**config.mk**
```make
export PLATFORM = sky130hd
export DESIGN_NAME = psv_ctrl
export DESIGN_NICKNAME = d
export VERILOG_FILES = /design/src/rtl/psv_pkg.sv /design/src/rtl/psv_ctrl.sv
export SDC_FILE = /design/constraint.sdc
export NUM_CORES = 1
export LEC_CHECK = 0
export ABC_AREA = 1
export BUFFER_PORTS_ARGS = -buffer_cell sky130_fd_sc_hd__buf_4
export CORE_AREA = 2 2 39 41
export DETAILED_ROUTE_END_ITERATION = 16
export DIE_AREA = 0 0 41 43
export GPL_TIMING_DRIVEN = 0
export PLACE_DENSITY = 0.69
export REMOVE_ABC_BUFFERS = 1
export SLEW_MARGIN = 20
export SYNTH_ARGS = -nofsm -noshare
export SYNTH_HDL_FRONTEND = slang
export SYNTH_SLANG_ARGS = --single-unit
```
**constraint.sdc**
```tcl
create_clock -name clk -period 3.5 [get_ports clk]
set_input_delay 0.175 -clock clk [delete_from_list [all_inputs] [get_ports clk]]
set_output_delay 0.175 -clock clk [all_outputs]
set_load 0.1 [all_outputs]
```
**src/rtl/psv_pkg.sv**
```systemverilog
// Shared types, constants and helper functions of the soft shadow visibility block.
// No dependencies; imported by the top, divider, datapath and controller files.
`timescale 1ns / 1ps
package psv_pkg;

    localparam int MAP_SIDE     = 256;
    localparam int MAP_LOG      = $clog2(MAP_SIDE);
    localparam int ADDR_W       = 2 * MAP_LOG;
    localparam int STORE_SIZE   = MAP_SIDE * MAP_SIDE;
    localparam int MAX_TAPS     = 64;
    localparam int TAP_W        = $clog2(MAX_TAPS + 1);
    localparam int DEPTH_BITS   = 24;
    localparam int CORDIC_STEPS = 16;
    localparam int CORDIC_W     = 34;
    localparam int CORDIC_CNT_W = $clog2(CORDIC_STEPS);
    localparam int TRIG_W       = CORDIC_W - 14;
    localparam int DIV_W        = ((TAP_W + 32 + 3) / 4) * 4;
    localparam int DIV_CYC      = DIV_W / 4;
    localparam int DIV_CNT_W    = $clog2(DIV_CYC + 1);
    localparam int SUM_W        = DEPTH_BITS + TAP_W;
    localparam int POS_W        = 56;
    localparam logic signed [CORDIC_W-1:0] CORDIC_GAIN = CORDIC_W'(652032874);

    localparam logic [2:0] REG_PENUMBRA = 3'd0;
    localparam logic [2:0] REG_MIN_RAD  = 3'd1;
    localparam logic [2:0] REG_MAX_RAD  = 3'd2;
    localparam logic [2:0] REG_BLK_TAPS = 3'd3;
    localparam logic [2:0] REG_FLT_TAPS = 3'd4;

    typedef struct packed {
        logic        action;
        logic [15:0] texel_address;
        logic [23:0] texel_depth;
        logic [15:0] u_coord;
        logic [15:0] v_coord;
        logic [23:0] receiver_depth;
        logic [15:0] rotation_angle;
    } request_t;

    typedef struct packed {
        logic [16:0] visibility;
        logic [6:0]  blocker_count;
    } result_t;

    typedef struct packed {
        logic write;
        logic load;
        logic filter;
        logic rad_mul;
        logic rad_clamp;
        logic tap_start;
        logic sqrt_start;
        logic mul1;
        logic mul2;
        logic addr;
        logic read;
        logic acc;
        logic tap_next;
        logic mean_start;
        logic vis_start;
        logic emit_full;
        logic emit_vis;
    } cmd_t;

    typedef struct packed {
        logic div_busy;
        logic sqrt_busy;
        logic cordic_busy;
        logic last_tap;
        logic no_blockers;
    } status_t;

    function automatic logic signed [CORDIC_W-1:0] atan_turn(input logic [CORDIC_CNT_W-1:0] k);
        logic signed [CORDIC_W-1:0] a;
        case (k)
            4'd0:    a = CORDIC_W'(536870912);
            4'd1:    a = CORDIC_W'(316933406);
            4'd2:    a = CORDIC_W'(167458907);
            4'd3:    a = CORDIC_W'(85004756);
            4'd4:    a = CORDIC_W'(42667329);
            4'd5:    a = CORDIC_W'(21354465);
            4'd6:    a = CORDIC_W'(10679838);
            4'd7:    a = CORDIC_W'(5340245);
            4'd8:    a = CORDIC_W'(2670163);
            4'd9:    a = CORDIC_W'(1335087);
            4'd10:   a = CORDIC_W'(667544);
            4'd11:   a = CORDIC_W'(333772);
            4'd12:   a = CORDIC_W'(166886);
            4'd13:   a = CORDIC_W'(83443);
            4'd14:   a = CORDIC_W'(41722);
            default: a = CORDIC_W'(20861);
        endcase
        return a;
    endfunction

    function automatic logic [TAP_W-1:0] tap_limit(input logic [6:0] n);
        logic [TAP_W-1:0] r;
        if (n == 7'd0)
            r = TAP_W'(1);
        else if (32'(n) > MAX_TAPS)
            r = TAP_W'(MAX_TAPS);
        else
            r = TAP_W'(n);
        return r;
    endfunction

endpackage

```
**src/rtl/psv_ctrl.sv**
```systemverilog
// Controller: sequences writes, radius setup, both tap passes and the result.
// Depends on psv_pkg.
`timescale 1ns / 1ps
module psv_ctrl
    import psv_pkg::*;
(
    input  logic    clk,
    input  logic    rst_n,
    input  logic    start,
    input  logic    action,
    input  status_t status,
    output cmd_t    cmd,
    output logic    busy
);

    typedef enum logic [3:0] {
        S_IDLE, S_RMUL, S_RCLAMP, S_TGO, S_TDIV, S_TSQRT, S_TMUL1, S_TMUL2,
        S_TADDR, S_TREAD, S_TACC, S_MEAN, S_MWAIT, S_VIS, S_VWAIT
    } state_t;

    state_t state_reg, state_next;
    logic   filter_reg, filter_next;
    logic   busy_reg;

    always_comb
    begin
        state_next  = state_reg;
        filter_next = filter_reg;
        cmd         = '0;
        cmd.filter  = filter_reg;
        unique case (state_reg)
            S_IDLE:
            begin
                if (start)
                begin
                    if (action)
                    begin
                        cmd.load    = 1'b1;
                        cmd.filter  = 1'b0;
                        filter_next = 1'b0;
                        state_next  = S_RMUL;
                    end
                    else
                    begin
                        cmd.write = 1'b1;
                    end
                end
            end
            S_RMUL:
            begin
                cmd.rad_mul = 1'b1;
                state_next  = S_RCLAMP;
            end
            S_RCLAMP:
            begin
                cmd.rad_clamp = 1'b1;
                state_next    = S_TGO;
            end
            S_TGO:
            begin
                cmd.tap_start = 1'b1;
                state_next    = S_TDIV;
            end
            S_TDIV:
            begin
                if (!status.div_busy)
                begin
                    cmd.sqrt_start = 1'b1;
                    state_next     = S_TSQRT;
                end
            end
            S_TSQRT:
            begin
                if (!status.sqrt_busy && !status.cordic_busy)
                    state_next = S_TMUL1;
            end
            S_TMUL1:
            begin
                cmd.mul1   = 1'b1;
                state_next = S_TMUL2;
            end
            S_TMUL2:
            begin
                cmd.mul2   = 1'b1;
                state_next = S_TADDR;
            end
            S_TADDR:
            begin
                cmd.addr   = 1'b1;
                state_next = S_TREAD;
            end
            S_TREAD:
            begin
                cmd.read   = 1'b1;
                state_next = S_TACC;
            end
            S_TACC:
            begin
                cmd.acc = 1'b1;
                if (status.last_tap)
                    state_next = filter_reg ? S_VIS : S_MEAN;
                else
                begin
                    cmd.tap_next = 1'b1;
                    state_next   = S_TGO;
                end
            end
            S_MEAN:
            begin
                if (status.no_blockers)
                begin
                    cmd.emit_full = 1'b1;
                    state_next    = S_IDLE;
                end
                else
                begin
                    cmd.mean_start = 1'b1;
                    state_next     = S_MWAIT;
                end
            end
            S_MWAIT:
            begin
                if (!status.div_busy)
                begin
                    filter_next = 1'b1;
                    state_next  = S_RMUL;
                end
            end
            S_VIS:
            begin
                cmd.vis_start = 1'b1;
                state_next    = S_VWAIT;
            end
            S_VWAIT:
            begin
                if (!status.div_busy)
                begin
                    cmd.emit_vis = 1'b1;
                    state_next   = S_IDLE;
                end
            end
            default:
            begin
                state_next = S_IDLE;
            end
        endcase
    end

    always_ff @(posedge clk or negedge rst_n)
    begin
        if (!rst_n)
        begin
            state_reg  <= S_IDLE;
            filter_reg <= 1'b0;
            busy_reg   <= 1'b0;
        end
        else
        begin
            state_reg  <= state_next;
            filter_reg <= filter_next;
            busy_reg   <= (state_next != S_IDLE);
        end
    end

    assign busy = busy_reg;

endmodule
```
==> impl_results.md <==
- Outcome: complete, no violations
- Post-synthesis cell count: 90
- CP Capture Type: output pin
- WP data arrival: roughly 1500 ps
- Worst-skew pair later-pin latency: about 240 ps
- Clk_skew: 1.18 ps
- Minimum clock period: about 1700 ps
- Global-route wire length before repair: about 2000 um
- Startpoint Class: flip-flop
- DR vias: between 600 and 700
- Rows: 14
- DR vias/cell: 4.57
- Post-synthesis register bit count: 6
- Reg clk slew, reported paths: 40 ps
- Hold Crit Class: input pin to flip-flop
- Register area share after synthesis: between 30% and 40%
- Layout area overhead: 49.5%
- Yosys warns: 0
- Post-Route WL: approximately 1300 um
- GP Congestion: about 0.84
- Drt first-iter violations: 3
- Htree depth: 1
- Slew margin rel.: 79.8%
- Ant. Diodes: 0
- # fillers: ~160
- Max frequency: between 500 and 600 MHz
- PostCTS Resize Cnt: 0
- FF/Latch Area: between 150 and 200 um^2
- Die Wd: 41 um
- Clk sinks: 6
- Multi-input gate area: between 200 and 300 um^2
- Number of global-route vias before repair: ~520
- Die Y: between 40 and 50 um
- Synth unique cells: 13
- Slew Limit Fails: 0
- Place WS: just over 2000 ps
- GR Util All Layers: between 10% and 20%
- Clock Tree Root: clkbuf_4
- DRC: 0
- Largest net degree at the start of global routing: 8
- Post-Synthesis Cell Area: around 500 um^2
- Crit Path Class: flip-flop to output pin
- Endpoints failing setup: 0
- Final net count: approximately 130
- Final hold violation count: 0
- Share of cells above drive strength 1: approximately 28%
- I/O Buffers: 26
- Final setup TNS: 0 ps
- GRT overflow: 0
- Worst path required time: 3320 ps
- RSZ-0062 raised after global routing: no
- Hpwl dp: 1080 um
- Max clock buf depth: 2
- Starting density of the core: between 30 and 40%
- DR WL/cell: approximately 9.6 um
- Syn avg cell area: around 5.6 um^2
- Io pins: 27
- Crit-path max FO: 4
- Slew @ Worst Pin: approximately 300 ps
- CTS Buf Count: 3
- Fin crit share: ~49%
- CTS tree: yes
- Final ANT Viol Nets: 0
- Core outline area: between 1000 and 1500 um^2
- Die Footprint: approximately 1800 um^2
- Initial antenna violation count: 0
- Final worst slack: roughly 1800 ps
- Pre-antenna DRT Iters: 4
- Max reg flops: 4
- Max_cap viols: 0
-- what timing repair did --
| item | CTS | global route |
|---|---|---|
| endpoints found under the hold margin | 6 | 0 |
| hold buffers | 1 | 0 |
| setup buffers | 0 | 0 |
| setup endpoints to repair | 0 | 0 |
-- through the flow --
step	hold slack (ps)	cell area (um^2)	utilization [%]	std cells
2_1_floorplan	-121	500	-	90
3_3_place_gp	-17.4	716	51.7	132
3_5_place_dp	-16.1	716	51.7	132
4_1_cts	181	748	54.1	136
5_1_grt	175	748	54.1	136
6_report	183	748	54.1	136
-- kinds of logic (layout without fill, tap and decap cells) --
logic type / count (synthesis) / in the layout / synth area share, %
and+or+nand+nor: 60 / 60 / 50.5
buffers and inverters: 20 / 50 / 15.0
DFF: 6 / 6 / 30.0
AOI/OAI and AO/OA: 4 / 4 / 4.50
-- path summary, 6_finish.rpt --
path,from,to,slack (ps),depth (start not counted)
setup / recovery,state_reg[3]$_DFF_PN0_,cmd[14],1780,5
hold / removal,status[4],filter_reg$_DFFE_PN0P_,180,2
setup reg to reg,state_reg[0]$_DFF_PN0_,busy$_DFF_PN0_,2150,8
hold reg to reg,filter_reg$_DFFE_PN0P_,filter_reg$_DFFE_PN0P_,550,2
max in group asynchronous,rst_n,busy$_DFF_PN0_,3110,2
min in group asynchronous,rst_n,filter_reg$_DFFE_PN0P_,280,2
-- synth_stat cells --
library cell | n | share of area, %
nand4_1 | 1 | 1.3
a21oi_1 | 2 | 2.0
inv_1 | 19 | 14
nor3_1 | 4 | 4.0
o31ai_1 | 1 | 1.5
nand3b_1 | 1 | 1.5
nor2_2 | 3 | 3.8
nand2_1 | 27 | 20
o21ai_0 | 1 | 1.0
dfrtp_1 | 6 | 30
nor2_1 | 17 | 13
inv_2 | 1 | 0.75
nand3_1 | 7 | 7.0
-- placed cells by master, fill, tap and decap left out --
master         Yosys  layout
nand3b_1           1       1
nor2_1            17      17
dfrtp_1            6       6
buf_4              0      26
o31ai_1            1       1
nor3_1             4       4
nand3_1            7       7
o21ai_0            1       1
clkbuf_4           0       3
inv_1             19      19
inv_2              1       1
nand2_1           27      27
nor2_2             3       3
a21oi_1            2       2
nand4_1            1       1
dlygate4sd3_1      0       1
-- per-layer routing --
metal	global-route usage, %	up-vias	share of wire [%]
met5	0	-	0
met4	8.00	0	0
met3	3.14	0	5.6
met2	25.3	17	50
met1	20.8	272	45
li1	-	332	-
-- cell type report --
cell class	instances	share of cell area, %
multi-input cells	64	36.8
repair buffers	27	27.4
flip-flops and latches	6	20.1
inverters	20	10.0
clock buffers	3	3.01
well taps	16	2.68
-- critical path, stage by stage (launching register included) --
cell and delay, ps:
dfrtp_1 410, nor2_1 280, nand4_1 220, nand2_1 130, inv_1 40, buf_4 220
Power is left out: the tool's default activity adds up to more than one toggle a clock period on the data nets, which glitch-free logic cannot reach.
